`src/rtl/core/assert_macros.svh`:
```
// Assertion macros used by the top-level RTL file of the forwarding block.
`ifndef ASSERT_MACROS_SVH
`define ASSERT_MACROS_SVH

// Check that a property holds at every clock edge outside reset.
`define ASSERT_HOLDS(label, clk, rst, prop, msg) \
   label: assert property (@(posedge clk) disable iff (rst) (prop)) else $error(msg);

// Check that a consequent holds in the same cycle as its antecedent.
`define ASSERT_IMPLIES(label, clk, rst, ante, cons, msg) \
   label: assert property (@(posedge clk) disable iff (rst) (ante) |-> (cons)) \
      else $error(msg);

`endif

```
`src/rtl/core/lbf_pkg.sv`:
```
// Package with the widths, codes and types of the learning bridge forwarding block.
`default_nettype none
package lbf_pkg;

   localparam int MAC_W   = 48;
   localparam int PORT_W  = 2;
   localparam int ACT_W   = 2;
   localparam int MASK_W  = 4;
   localparam int CNT_W   = 4;
   localparam int LIMIT_W = 3;
   localparam int CSR_AW  = 3;
   localparam int CSR_DW  = 32;

   localparam logic [LIMIT_W-1:0] LIMIT_RESET = 3'd5;

   // Word index of each configuration register
   typedef enum logic [0:0] {
      REG_FLUSH_LIMIT = 1'b0
   } reg_index_type;

   typedef enum logic [ACT_W-1:0] {
      ACT_FLOOD   = 2'd0,
      ACT_FORWARD = 2'd1,
      ACT_FILTER  = 2'd2
   } action_type;

   typedef struct packed {
      logic [MAC_W-1:0]  mac;
      logic [PORT_W-1:0] port;
   } entry_type;

endpackage
`default_nettype wire

```
`src/rtl/core/lbf_ifs.sv`:
```
// Valid/ready channel interfaces for frame words and decision words.
`default_nettype none
interface lbf_req_if;
   import lbf_pkg::*;

   logic              valid;
   logic              ready;
   logic [MAC_W-1:0]  src_mac;
   logic [MAC_W-1:0]  dst_mac;
   logic [PORT_W-1:0] in_port;

   modport source (output valid, output src_mac, output dst_mac, output in_port,
                   input ready);
   modport sink   (input valid, input src_mac, input dst_mac, input in_port,
                   output ready);
endinterface

interface lbf_rsp_if;
   import lbf_pkg::*;

   logic              valid;
   logic              ready;
   logic [ACT_W-1:0]  action;
   logic [MASK_W-1:0] out_mask;
   logic              src_learned;
   logic              table_flushed;
   logic [CNT_W-1:0]  entry_count;

   modport source (output valid, output action, output out_mask, output src_learned,
                   output table_flushed, output entry_count, input ready);
   modport sink   (input valid, input action, input out_mask, input src_learned,
                   input table_flushed, input entry_count, output ready);
endinterface
`default_nettype wire

```
`src/rtl/core/lbf_ram.sv`:
```
// Generic single write port, single read port RAM with registered read data.
`default_nettype none
module lbf_ram #(
   parameter int WIDTH = 50,
   parameter int DEPTH = 8
) (
   input  wire logic                             clock,
   input  wire logic                             wr_en,
   input  wire logic [$clog2(DEPTH)-1:0]         wr_addr,
   input  wire logic [WIDTH-1:0]                 wr_data,
   input  wire logic                             rd_en,
   input  wire logic [$clog2(DEPTH)-1:0]         rd_addr,
   output      logic [WIDTH-1:0]                 rd_data
);

   logic [WIDTH-1:0] mem_ff [DEPTH];

   always_ff @(posedge clock) begin
      if (wr_en) begin
         mem_ff[wr_addr] <= wr_data;
      end
      if (rd_en) begin
         rd_data <= mem_ff[rd_addr];
      end
   end

endmodule
`default_nettype wire

```
`src/rtl/core/learning_bridge_forward.sv`:
```
// Top level of the learning bridge forwarding decision block.
`default_nettype none
`include "assert_macros.svh"
// Makes one forwarding decision per received frame word (source MAC,
// destination MAC, ingress port). The source MAC is searched in a table of
// TABLE_DEPTH learned entries; a miss appends it with the ingress port while
// room remains, a hit leaves the entry alone. The destination MAC is then
// searched in the updated table: a miss floods to every one of NUM_PORTS
// ports but the ingress, a hit on the ingress port filters the frame, and any
// other hit forwards it to the learned port. After the decision the table is
// emptied if it holds more than flush_limit entries; entry_count reports the
// count after that. The table sits in one RAM with a single read port, and
// one shared 48-bit comparator walks it an entry per cycle, lowest index
// first. A word is accepted, its source is searched, then its destination
// is searched in the table with any appended source, and the decision is
// made last; a search stops early when it hits. req_if.ready is high
// whenever the sequencer is idle, also while an earlier result still waits
// in the output register; the decision cycle holds until that register is
// free. The table needs no clearing pass after reset: entries at or beyond
// the fill count are never read.
// flush_limit lives at byte address 0 of the APB-style port and resets to 5.
module learning_bridge_forward #(
   parameter int TABLE_DEPTH = 8,
   parameter int NUM_PORTS   = 4
) (
   input  wire logic                         clock,
   input  wire logic                         reset,
   lbf_req_if.sink                           req_if,
   lbf_rsp_if.source                         rsp_if,
   input  wire logic                         csr_psel,
   input  wire logic                         csr_penable,
   input  wire logic                         csr_pwrite,
   input  wire logic [lbf_pkg::CSR_AW-1:0]   csr_paddr,
   input  wire logic [lbf_pkg::CSR_DW-1:0]   csr_pwdata,
   output      logic [lbf_pkg::CSR_DW-1:0]   csr_prdata,
   output      logic                         csr_pready
);
   import lbf_pkg::*;

   // Table index and fill count widths; the count must reach TABLE_DEPTH.
   localparam int IW = $clog2(TABLE_DEPTH);
   localparam int CW = $clog2(TABLE_DEPTH + 1);
   // Mask is built wide enough for every port and for the output word.
   localparam int MW = (NUM_PORTS > MASK_W) ? NUM_PORTS : MASK_W;

   typedef enum logic [1:0] {
      S_IDLE,
      S_SRC,
      S_DST,
      S_DONE
   } state_type;

   state_type          state_ff, state_in;
   logic [MAC_W-1:0]   src_ff, src_in;
   logic [MAC_W-1:0]   dst_ff, dst_in;
   logic [PORT_W-1:0]  port_ff, port_in;
   logic [CW-1:0]      rd_cnt_ff, rd_cnt_in;
   logic               cmp_vld_ff, cmp_vld_in;
   logic               hit_ff, hit_in;
   logic [PORT_W-1:0]  hit_port_ff, hit_port_in;
   logic               learned_ff, learned_in;
   logic [CW-1:0]      used_ff, used_in;
   logic [LIMIT_W-1:0] limit_ff, limit_in;

   logic               rsp_valid_ff, rsp_valid_in;
   logic [ACT_W-1:0]   rsp_action_ff, rsp_action_in;
   logic [MASK_W-1:0]  rsp_mask_ff, rsp_mask_in;
   logic               rsp_learned_ff, rsp_learned_in;
   logic               rsp_flushed_ff, rsp_flushed_in;
   logic [CNT_W-1:0]   rsp_count_ff, rsp_count_in;

   // RAM side
   logic               ram_we;
   logic [IW-1:0]      ram_waddr;
   entry_type          ram_wdata;
   logic               ram_re;
   logic [IW-1:0]      ram_raddr;
   entry_type          ram_rdata;

   // Shared search unit
   logic [MAC_W-1:0]   key;
   logic               cmp_hit;
   logic               more;

   // Decision
   logic [MW-1:0]      flood_mask;
   logic [MW-1:0]      fwd_mask;
   logic               out_free;
   logic               csr_wr;

   lbf_ram #(
      .WIDTH ($bits(entry_type)),
      .DEPTH (TABLE_DEPTH)
   ) u_table (
      .clock   (clock),
      .wr_en   (ram_we),
      .wr_addr (ram_waddr),
      .wr_data (ram_wdata),
      .rd_en   (ram_re),
      .rd_addr (ram_raddr),
      .rd_data (ram_rdata)
   );

   // Config port: writes complete in the access phase, no wait states.
   assign csr_pready = 1'b1;
   assign csr_wr     = csr_psel && csr_penable && csr_pwrite && csr_pready;

   always_comb begin
      csr_prdata = '0;
      if (csr_paddr[CSR_AW-1:2] == REG_FLUSH_LIMIT) begin
         csr_prdata = CSR_DW'(limit_ff);
      end
   end

   // One comparator serves both searches; it compares the RAM's registered read data.
   assign key     = (state_ff == S_SRC) ? src_ff : dst_ff;
   assign cmp_hit = cmp_vld_ff && (ram_rdata.mac == key);
   assign more    = rd_cnt_ff < used_ff;

   assign ram_raddr = rd_cnt_ff[IW-1:0];
   assign ram_waddr = used_ff[IW-1:0];
   assign ram_wdata = {src_ff, port_ff};

   assign out_free     = !rsp_valid_ff || rsp_if.ready;
   assign req_if.ready = (state_ff == S_IDLE);

   // Per-port masks: flood skips the ingress port, forward picks the learned one.
   always_comb begin
      for (int p = 0; p < MW; p++) begin
         flood_mask[p] = (p < NUM_PORTS) && (int'(port_ff) != p);
         fwd_mask[p]   = (p < NUM_PORTS) && (int'(hit_port_ff) == p);
      end
   end

   always_comb begin
      state_in       = state_ff;
      src_in         = src_ff;
      dst_in         = dst_ff;
      port_in        = port_ff;
      rd_cnt_in      = rd_cnt_ff;
      cmp_vld_in     = cmp_vld_ff;
      hit_in         = hit_ff;
      hit_port_in    = hit_port_ff;
      learned_in     = learned_ff;
      used_in        = used_ff;
      limit_in       = limit_ff;
      rsp_valid_in   = rsp_valid_ff && !rsp_if.ready;
      rsp_action_in  = rsp_action_ff;
      rsp_mask_in    = rsp_mask_ff;
      rsp_learned_in = rsp_learned_ff;
      rsp_flushed_in = rsp_flushed_ff;
      rsp_count_in   = rsp_count_ff;
      ram_we         = 1'b0;
      ram_re         = 1'b0;

      if (csr_wr && (csr_paddr[CSR_AW-1:2] == REG_FLUSH_LIMIT)) begin
         limit_in = csr_pwdata[LIMIT_W-1:0];
      end

      unique case (state_ff)
         S_IDLE: begin
            if (req_if.valid) begin
               src_in     = req_if.src_mac;
               dst_in     = req_if.dst_mac;
               port_in    = req_if.in_port;
               rd_cnt_in  = '0;
               cmp_vld_in = 1'b0;
               learned_in = 1'b0;
               state_in   = S_SRC;
            end
         end
         S_SRC: begin
            if (cmp_hit) begin
               // Known source: leave the entry alone
               rd_cnt_in  = '0;
               cmp_vld_in = 1'b0;
               state_in   = S_DST;
            end else if (more) begin
               ram_re     = 1'b1;
               rd_cnt_in  = rd_cnt_ff + CW'(1);
               cmp_vld_in = 1'b1;
            end else begin
               // Miss: append while room remains
               if (used_ff < CW'(TABLE_DEPTH)) begin
                  ram_we     = 1'b1;
                  used_in    = used_ff + CW'(1);
                  learned_in = 1'b1;
               end
               rd_cnt_in  = '0;
               cmp_vld_in = 1'b0;
               state_in   = S_DST;
            end
         end
         S_DST: begin
            if (cmp_hit) begin
               hit_in      = 1'b1;
               hit_port_in = ram_rdata.port;
               cmp_vld_in  = 1'b0;
               state_in    = S_DONE;
            end else if (more) begin
               ram_re     = 1'b1;
               rd_cnt_in  = rd_cnt_ff + CW'(1);
               cmp_vld_in = 1'b1;
            end else begin
               hit_in     = 1'b0;
               cmp_vld_in = 1'b0;
               state_in   = S_DONE;
            end
         end
         S_DONE: begin
            // Hold the decision until the output register frees up
            if (out_free) begin
               rsp_valid_in   = 1'b1;
               rsp_learned_in = learned_ff;
               if (!hit_ff) begin
                  rsp_action_in = ACT_FLOOD;
                  rsp_mask_in   = flood_mask[MASK_W-1:0];
               end else if (hit_port_ff == port_ff) begin
                  rsp_action_in = ACT_FILTER;
                  rsp_mask_in   = '0;
               end else begin
                  rsp_action_in = ACT_FORWARD;
                  rsp_mask_in   = fwd_mask[MASK_W-1:0];
               end
               if (int'(used_ff) > int'(limit_ff)) begin
                  used_in        = '0;
                  rsp_flushed_in = 1'b1;
                  rsp_count_in   = '0;
               end else begin
                  rsp_flushed_in = 1'b0;
                  rsp_count_in   = CNT_W'(used_ff);
               end
               state_in = S_IDLE;
            end
         end
         default: begin
            state_in = S_IDLE;
         end
      endcase
   end

   always_ff @(posedge clock) begin
      src_ff         <= src_in;
      dst_ff         <= dst_in;
      port_ff        <= port_in;
      rd_cnt_ff      <= rd_cnt_in;
      hit_ff         <= hit_in;
      hit_port_ff    <= hit_port_in;
      learned_ff     <= learned_in;
      rsp_action_ff  <= rsp_action_in;
      rsp_mask_ff    <= rsp_mask_in;
      rsp_learned_ff <= rsp_learned_in;
      rsp_flushed_ff <= rsp_flushed_in;
      rsp_count_ff   <= rsp_count_in;
      if (reset) begin
         state_ff     <= S_IDLE;
         cmp_vld_ff   <= 1'b0;
         used_ff      <= '0;
         limit_ff     <= LIMIT_RESET;
         rsp_valid_ff <= 1'b0;
      end else begin
         state_ff     <= state_in;
         cmp_vld_ff   <= cmp_vld_in;
         used_ff      <= used_in;
         limit_ff     <= limit_in;
         rsp_valid_ff <= rsp_valid_in;
      end
   end

   assign rsp_if.valid         = rsp_valid_ff;
   assign rsp_if.action        = rsp_action_ff;
   assign rsp_if.out_mask      = rsp_mask_ff;
   assign rsp_if.src_learned   = rsp_learned_ff;
   assign rsp_if.table_flushed = rsp_flushed_ff;
   assign rsp_if.entry_count   = rsp_count_ff;

   // Fill count never runs past the table
   `ASSERT_HOLDS(a_used_in_range, clock, reset, used_ff <= CW'(TABLE_DEPTH), "fill count beyond table depth")
   // Learning writes only on a source miss
   `ASSERT_IMPLIES(a_write_on_miss, clock, reset, ram_we, (state_ff == S_SRC) && !cmp_hit && !more, "table write outside a source miss")
   // A filtered frame goes nowhere
   `ASSERT_IMPLIES(a_filter_mask, clock, reset, rsp_valid_ff && (rsp_action_ff == ACT_FILTER), rsp_mask_ff == '0, "filtered frame with port mask")

endmodule
`default_nettype wire
```
`src/flat_wrapper.sv`:
```
// flat-port wrapper written by rule: the top's interface ports become plain ports
module learning_bridge_forward_flat import lbf_pkg::*;
#(
   parameter int TABLE_DEPTH = 8,
   parameter int NUM_PORTS   = 4
)
  (clock, reset, csr_psel, csr_penable, csr_pwrite, csr_paddr, csr_pwdata, csr_prdata, csr_pready, req_if_valid, req_if_src_mac, req_if_dst_mac, req_if_in_port, req_if_ready, rsp_if_valid, rsp_if_action, rsp_if_out_mask, rsp_if_src_learned, rsp_if_table_flushed, rsp_if_entry_count, rsp_if_ready);
  lbf_req_if req_if_i ();
  lbf_rsp_if rsp_if_i ();
  input  wire logic clock;
  input  wire logic reset;
  input  wire logic csr_psel;
  input  wire logic csr_penable;
  input  wire logic csr_pwrite;
  input  wire logic [lbf_pkg::CSR_AW-1:0] csr_paddr;
  input  wire logic [lbf_pkg::CSR_DW-1:0] csr_pwdata;
  output      logic [lbf_pkg::CSR_DW-1:0] csr_prdata;
  output      logic csr_pready;
  input wire logic [$bits(req_if_i.valid)-1:0] req_if_valid;
  input wire logic [$bits(req_if_i.src_mac)-1:0] req_if_src_mac;
  input wire logic [$bits(req_if_i.dst_mac)-1:0] req_if_dst_mac;
  input wire logic [$bits(req_if_i.in_port)-1:0] req_if_in_port;
  output wire logic [$bits(req_if_i.ready)-1:0] req_if_ready;
  output wire logic [$bits(rsp_if_i.valid)-1:0] rsp_if_valid;
  output wire logic [$bits(rsp_if_i.action)-1:0] rsp_if_action;
  output wire logic [$bits(rsp_if_i.out_mask)-1:0] rsp_if_out_mask;
  output wire logic [$bits(rsp_if_i.src_learned)-1:0] rsp_if_src_learned;
  output wire logic [$bits(rsp_if_i.table_flushed)-1:0] rsp_if_table_flushed;
  output wire logic [$bits(rsp_if_i.entry_count)-1:0] rsp_if_entry_count;
  input wire logic [$bits(rsp_if_i.ready)-1:0] rsp_if_ready;
  assign req_if_i.valid = req_if_valid;
  assign req_if_i.src_mac = req_if_src_mac;
  assign req_if_i.dst_mac = req_if_dst_mac;
  assign req_if_i.in_port = req_if_in_port;
  assign req_if_ready = req_if_i.ready;
  assign rsp_if_valid = rsp_if_i.valid;
  assign rsp_if_action = rsp_if_i.action;
  assign rsp_if_out_mask = rsp_if_i.out_mask;
  assign rsp_if_src_learned = rsp_if_i.src_learned;
  assign rsp_if_table_flushed = rsp_if_i.table_flushed;
  assign rsp_if_entry_count = rsp_if_i.entry_count;
  assign rsp_if_i.ready = rsp_if_ready;
  learning_bridge_forward #(.TABLE_DEPTH(TABLE_DEPTH), .NUM_PORTS(NUM_PORTS)) u_core (.clock(clock), .reset(reset), .req_if(req_if_i), .rsp_if(rsp_if_i), .csr_psel(csr_psel), .csr_penable(csr_penable), .csr_pwrite(csr_pwrite), .csr_paddr(csr_paddr), .csr_pwdata(csr_pwdata), .csr_prdata(csr_prdata), .csr_pready(csr_pready));
endmodule
```
`config.mk`:
```
export PLATFORM = sky130hd
export DESIGN_NAME = learning_bridge_forward_flat
export DESIGN_NICKNAME = d
export VERILOG_FILES = /design/src/rtl/core/lbf_pkg.sv /design/src/rtl/core/lbf_ifs.sv /design/src/rtl/core/lbf_ram.sv /design/src/rtl/core/learning_bridge_forward.sv /design/src/flat_wrapper.sv
export VERILOG_INCLUDE_DIRS = /design/src /design/src/rtl/core
export SDC_FILE = /design/constraint.sdc
export NUM_CORES = 1
export LEC_CHECK = 0
export ABC_AREA = 0
export BUFFER_PORTS_ARGS = -buffer_cell sky130_fd_sc_hd__buf_2
export CAP_MARGIN = 5
export CORE_AREA = 8 8 212 214
export DETAILED_ROUTE_END_ITERATION = 16
export DIE_AREA = 0 0 220 222
export GPL_TIMING_DRIVEN = 0
export PLACE_DENSITY = 0.74
export SKIP_CTS_REPAIR_TIMING = 1
export SLEW_MARGIN = 30
export SYNTH_ARGS = -nofsm -noshare
export SYNTH_HDL_FRONTEND = slang
export SYNTH_SLANG_ARGS = --single-unit
```
`constraint.sdc`:
```
create_clock -name clock -period 4.5 [get_ports clock]
set_input_delay 0.225 -clock clock [delete_from_list [all_inputs] [get_ports clock]]
set_output_delay 0.225 -clock clock [all_outputs]
set_load 0.01 [all_outputs]
```
---- Word level (Yosys, flattened, before mapping) ----
Memory sizes are Yosys's and may differ from the RTL's. A register that Yosys moved wholly into a read port is not among the register bits.
Index checks and enable logic that the tools add are counted.
word-level totals
  bits in registers ....................... 129
  bits in writable memories ............... 400
  input bits .............................. 140
  output and inout bits ................... 47
  logic and storage cells ................. 113
  memories kept ........................... 1
cells by class
  $add $sub $neg .......................... 2
  order comparisons ....................... 3
  equal/unequal tests ..................... 21
  muxes and demuxes ....................... 43
  bitwise gates (word level) .............. 1
  reductions and logical operators ........ 25
memories
  memory                 words  bits a word  rd ports  clocked after memory_dff  write ports  line           text
  u_core.u_table.mem_ff  8      50           1         1                         1            lbf_ram.sv:16  logic [WIDTH-1:0] mem_ff [DEPTH];
operators with widths
  operator                                           count
  == test 48 bit                                     1
  two-way mux 4 bit                                  12
  two-way mux 48 bit                                 1
  two-way mux 1 bit                                  17
  two-way mux 2 bit                                  7
  != test 2 bit, second input constant               7
  one-hot mux 4 bit (3 select lines)                 1
  AND reduction 2 bit                                5
  AND reduction 5 bit                                2
  adder 4 x 1 -> 4 bit, second input constant        2
  == test 2 bit, second input constant               4
  != test 2 x 1 -> 1 bit, second input constant      4
  one-hot mux 2 bit (4 select lines)                 1
  one-hot mux 4 bit (2 select lines)                 1
  AND reduction 4 bit                                2
  nonzero test 2 bit                                 4
  != test 3 x 2 -> 1 bit, second input constant      2
  logical AND 1 bit                                  5
  == test 2 x 1 -> 1 bit, second input constant      2
  > comparator 4 x 3 -> 1 bit                        1
  zero test 2 bit                                    2
  less-than comparator 4 bit                         1
  less-than comparator 4 bit, second input constant  1
  one-hot mux 1 bit (2 select lines)                 2
  other kinds (7)                                    8

---- Longest topological paths before layout ----
  depth after elaboration ................. 8
  depth in mapped cells ................... 12
  gate-level depth less buffers ........... 9

---- Cells and area by module ----
From an unflattened synthesis, not the netlist that was laid out.
unflattened totals
  cells, all modules ...................... 1,042
  area, all modules ....................... 22,808.1 µm²
modules (own cells, without submodules)
  module                   times used  cells an instance  area each (µm²)  seq. area each (µm²)
  lbf_ram                  1           641                16,951.3         13,513.0
  learning_bridge_forward  1           401                5,856.9          3,763.6

---- Worst setup path after synthesis ----
OpenSTA, ideal clock, no wires.
  kind .................................... reg2reg
  start ................................... register u_core.state_ff[1]
  end ..................................... memory u_core.u_table.mem_ff[1][0], enable pin
  library setup time ...................... 0.413 ns
  arrival ................................. 3.329 ns
  path slack .............................. 0.758 ns
  cell stages (with the launch flop) ...... 13
  period minus slack after synthesis ...... 3.742 ns
  path through ............................ dfxtp_1 > inv_1 > ha_1 > buf_6 > buf_6 > clkbuf_1 > mux2i_1 > xnor2_1 > nor4_1 > nand4_1 > nor4_1 > nor2_1 > and3_1
between the ends
  word-level cells in the longest chain between the ends .. 8
RTL lines
  what                                         line                                                            text
  from (decl)                                  learning_bridge_forward.sv:53                                   state_type state_ff, state_in;
  from (signal assigned)                       learning_bridge_forward.sv:262                                  state_ff <= state_in;
  == test 2 x 1 -> 1 bit (*)                   learning_bridge_forward.sv:116, learning_bridge_forward.sv:160
  two-way mux 48 bit                           learning_bridge_forward.sv:116                                  assign key = (state_ff == S_SRC) ? src_ff : dst_ff;
  == test 48 bit                               learning_bridge_forward.sv:117                                  assign cmp_hit = cmp_vld_ff && (ram_rdata.mac == key);
  logical AND 1 bit                            learning_bridge_forward.sv:117
  two-way mux 1 bit                            learning_bridge_forward.sv:173                                  if (cmp_hit) begin
  two-way mux 1 bit (*)                        learning_bridge_forward.sv:160                                  unique case (state_ff)
  two-way mux 1 bit (*)                        lbf_ram.sv:19                                                   if (wr_en) begin
  two-way mux 1 bit (implied by the code) (*)  lbf_ram.sv:20                                                   mem_ff[wr_addr] <= wr_data;
  to (decl)                                    lbf_ram.sv:16
Every way passes the cells marked *; elsewhere a longest branch is shown, timed or not.

---- Final worst setup path ----
  start ................................... register u_core.state_ff[1]
  end ..................................... memory u_core.u_table.mem_ff[3][13], enable pin
Same word-level chain as after synthesis.

==> reports/qor.yml <==
critical_path:
  start_kind: "register"
  path_class: "reg2reg"
  path_max_fanout: 26
  worstPathRequired_ns: 4.79
  critical_path.top_delay_family: "simple AND/OR/NAND/NOR gates"
  path_buf_inv: 5
  end_kind: "register"
  cpMostUsedCell: "buf_6"
  crit_slowest_cell: "xnor2_1"
  crit_chain: "inv_1 > ha_1 > buf_6 > buf_6 > buf_4 > mux2i_1 > xnor2_1 > nor4_1 > nand4_1 > nor4_4 > nor2_2 > and4_4 > buf_12"
  critical_path.max_stage_delay_ns: 0.64
  cp.arrival_ns: 4.63
placed_design:
  gp_congestion: 0.855
  dpl.hpwl_mm: 29.6
  portBuffers: 125
die:
  fp-row-count: 75
  dieArea_sq_um: 48800
  core-area_sq_um: 41500
  die_x_um: 220
  dieHeight_um: 222
  start_util: 0.543
  io_pins: 187
detailed_routing:
  totalWireLength_mm: 48.6
  drtAntennaViolNets: 0
  via_per_inst: 5.72
  post_drt_wl_per_cell_um: 24.7
  drt-initial-drc-count: 1212
  drc: 0
  firstDrtPassIters: 11
  vias: 11300
outcome:
  status: "finished with violations"
  violations: "hold timing"
timing:
  relSlewSlack: 0.317
  fin_hold_ws_ns: -0.00474
  fmax_ghz: 0.230
  fin_crit_sh: 0.964
  min_period_ns: 4.34
  finalSetupViolCount: 0
  tightest_slew_ns: 1.03
  setup_tns_ns: 0
  report.final.slew_viol_count: 0
  hold_viol: 1
  grt_setup_unrepaired: "false"
  finalClockSkew_ns: 0.0172
synth:
  synth-warning-count: 0
  ys_seq_area_frac: 0.768
  synth_seq_cells: 579
  synth_area_leaders: "edfxtp_1 76%, mux4_2 10%, mux2_2 2.5%, mux2i_1 2.3%, xnor2_1 1.9%"
  syn-mean-instance-area_sq_um: 21.3
  async_flop_share: 0
  syn_inst: 1059
  synth_edf_count: 568
  synth_flop_cell: "edfxtp_1"
  synth_area_leader_cell: "edfxtp_1"
  ys_types: 53
  synthesis.area_sq_um: 22500
  yosys.area.top_type_share: 0.758
power:
  p_per_area_nw_per_um2: 608
  p_sw_uw: 4860
  vdd.ir_drop.worst_uv: 353
  pwr-share-clk: 0.273
  seqPwrFrac: 0.456
  p_int_uw: 11500
  p_comb_frac: 0.271
  swShare: 0.296
  leakage_uw: 0.00901
cells_and_area:
  fin_util: 0.650
  diodes: 0
  final_common_cell: "edfxtp_1"
  nets: 1536
  mostFrequentLayoutCells: "568 x edfxtp_1, 131 x buf_2, 102 x dlygate4sd3_1"
  drive_gt1_frac: 0.299
  fillCellCount: 2717
  syn2layout_area_growth_pct: 19.9
clock_tree:
  cts_buffers: 55
  numClockSinks: 579
  htreeDepth: 2
  clock_path_buffers: 3
  clkLatencyLatePin_ns: 0.61
  cts_tree: "done"
  clk_pin_slew_ns: 0.06
  root_buffer: "clkbuf_16"
global_route:
  grt.total_usage: 0.193
  first_global_vias: 11100
  grt_overflow: 0
  grt_max_degree: 54
  grt_pass1_wl_mm: 68.9
  antenna_found_initial: 0
flow_run:
  cap_viol_max_count: 0
min_path:
  min-delay-path-class: "in2reg"
path summary, 6_finish.rpt:
kind	start	end	slack (ns)	cells past startpoint
worst max register to register	u_core.state_ff[1]	u_core.u_table.mem_ff[3][13]	0.16	13
worst min-delay path	rsp_if_ready	u_core.rsp_if.valid	-0.005	4
worst min register to register	u_core.u_table.rd_data[1]	u_core.hit_port_ff[1]	0.42	0
worst max-delay path	u_core.state_ff[1]	u_core.u_table.mem_ff[3][13]	0.16	13
power groups by stage:
stage               registers [uW]  logic [uW]  clock network, uW
floorplan                     7450        2960                  0
global placement              7630        4180                  0
detailed placement            7580        4380                  0
CTS                           7470        4410               4540
global route                  7540        4720               4750
finish                        7470        4450               4470
sequential cells by signal, indices dropped and copies added, names as in the netlist:
| register | count |
|---|---|
| u_core.limit_ff | 3 |
| u_core.hit_ff | 1 |
| u_core.rsp_if.table_flushed | 1 |
| u_core.u_table.rd_data | 50 |
| u_core.cmp_vld_ff | 1 |
| u_core.rsp_if.valid | 1 |
| u_core.rsp_if.out_mask | 4 |
| u_core.state_ff | 2 |
| u_core.port_ff | 2 |
| u_core.dst_ff | 48 |
| u_core.rsp_if.entry_count | 4 |
| u_core.rsp_if.src_learned | 1 |
| u_core.rsp_if.action | 2 |
| u_core.rd_cnt_ff | 4 |
| u_core.hit_port_ff | 2 |
| u_core.u_table.mem_ff | 400 |
| u_core.src_ff | 48 |
| u_core.learned_ff | 1 |
| u_core.used_ff | 4 |
synthesized netlist by cell type, drive strengths merged (6+ instances only):
cell and count:
buf 51, mux2i 51, edfxtp 568, and3 8, dfxtp 11, nand2 9, mux4 100, inv 10
nor2 16, ha 12, mux2 50, nor2b 8, nand3 8, xnor2 48, nor4 18, clkbuf 15
and4 6
worst reg2reg max path, cell delays in order (launching register included):
cell     delay [ns]
dfxtp_1        0.33
inv_1          0.09
ha_1           0.22
buf_6          0.13
buf_6          0.17
buf_4          0.35
mux2i_1        0.15
xnor2_1        0.64
nor4_1         0.17
nand4_1        0.33
nor4_4         0.09
nor2_2         0.37
and4_4         0.65
buf_12         0.29
through the flow:
stage	hold slack [ns]	power (uW)	std cells	area, sq um	worst slack, ns
after floorplan	0.297	10400	1088	22600	0.758
after global placement	0.402	11800	1752	23900	-1.45
after detailed placement	0.403	12000	1764	24200	-0.0798
after CTS	-0.250	16400	1867	25900	-0.117
after global routing	0.00611	17000	1969	27000	0.0444
final	-0.00474	16400	1969	27000	0.161
kinds of logic (layout without fill, tap and decap cells):
| family | Yosys count | count (layout) | synth area share |
|---|---|---|---|
| flops | 579 | 579 | 0.768 |
| mux | 201 | 201 | 0.148 |
| simple gates | 98 | 98 | 0.0257 |
| buf+inv | 77 | 419 | 0.0192 |
| xor+xnor | 52 | 52 | 0.0202 |
| compound gates | 38 | 38 | 0.0123 |
| fa+ha+maj | 12 | 12 | 0.00667 |
| other cells | 2 | 31 | 0.000334 |
cell type report:
type	instances	area, sq um	area share
inverter	11	41.3	0.00153
tap	539	674	0.0250
timing repair buffer	239	1890	0.0700
clock buffer	62	1400	0.0520
sequential	579	17300	0.640
multi-input combinational	432	4960	0.184
buffer	66	402	0.0149
clock inverter	41	333	0.0123
per-layer routing:
layer,GRT usage,routed length [um]
met5,0,0
met4,0.0693,1540
met3,0.0318,3570
met2,0.312,24000
met1,0.262,19400
No activity file was read; power rests on OpenSTA's default activity.
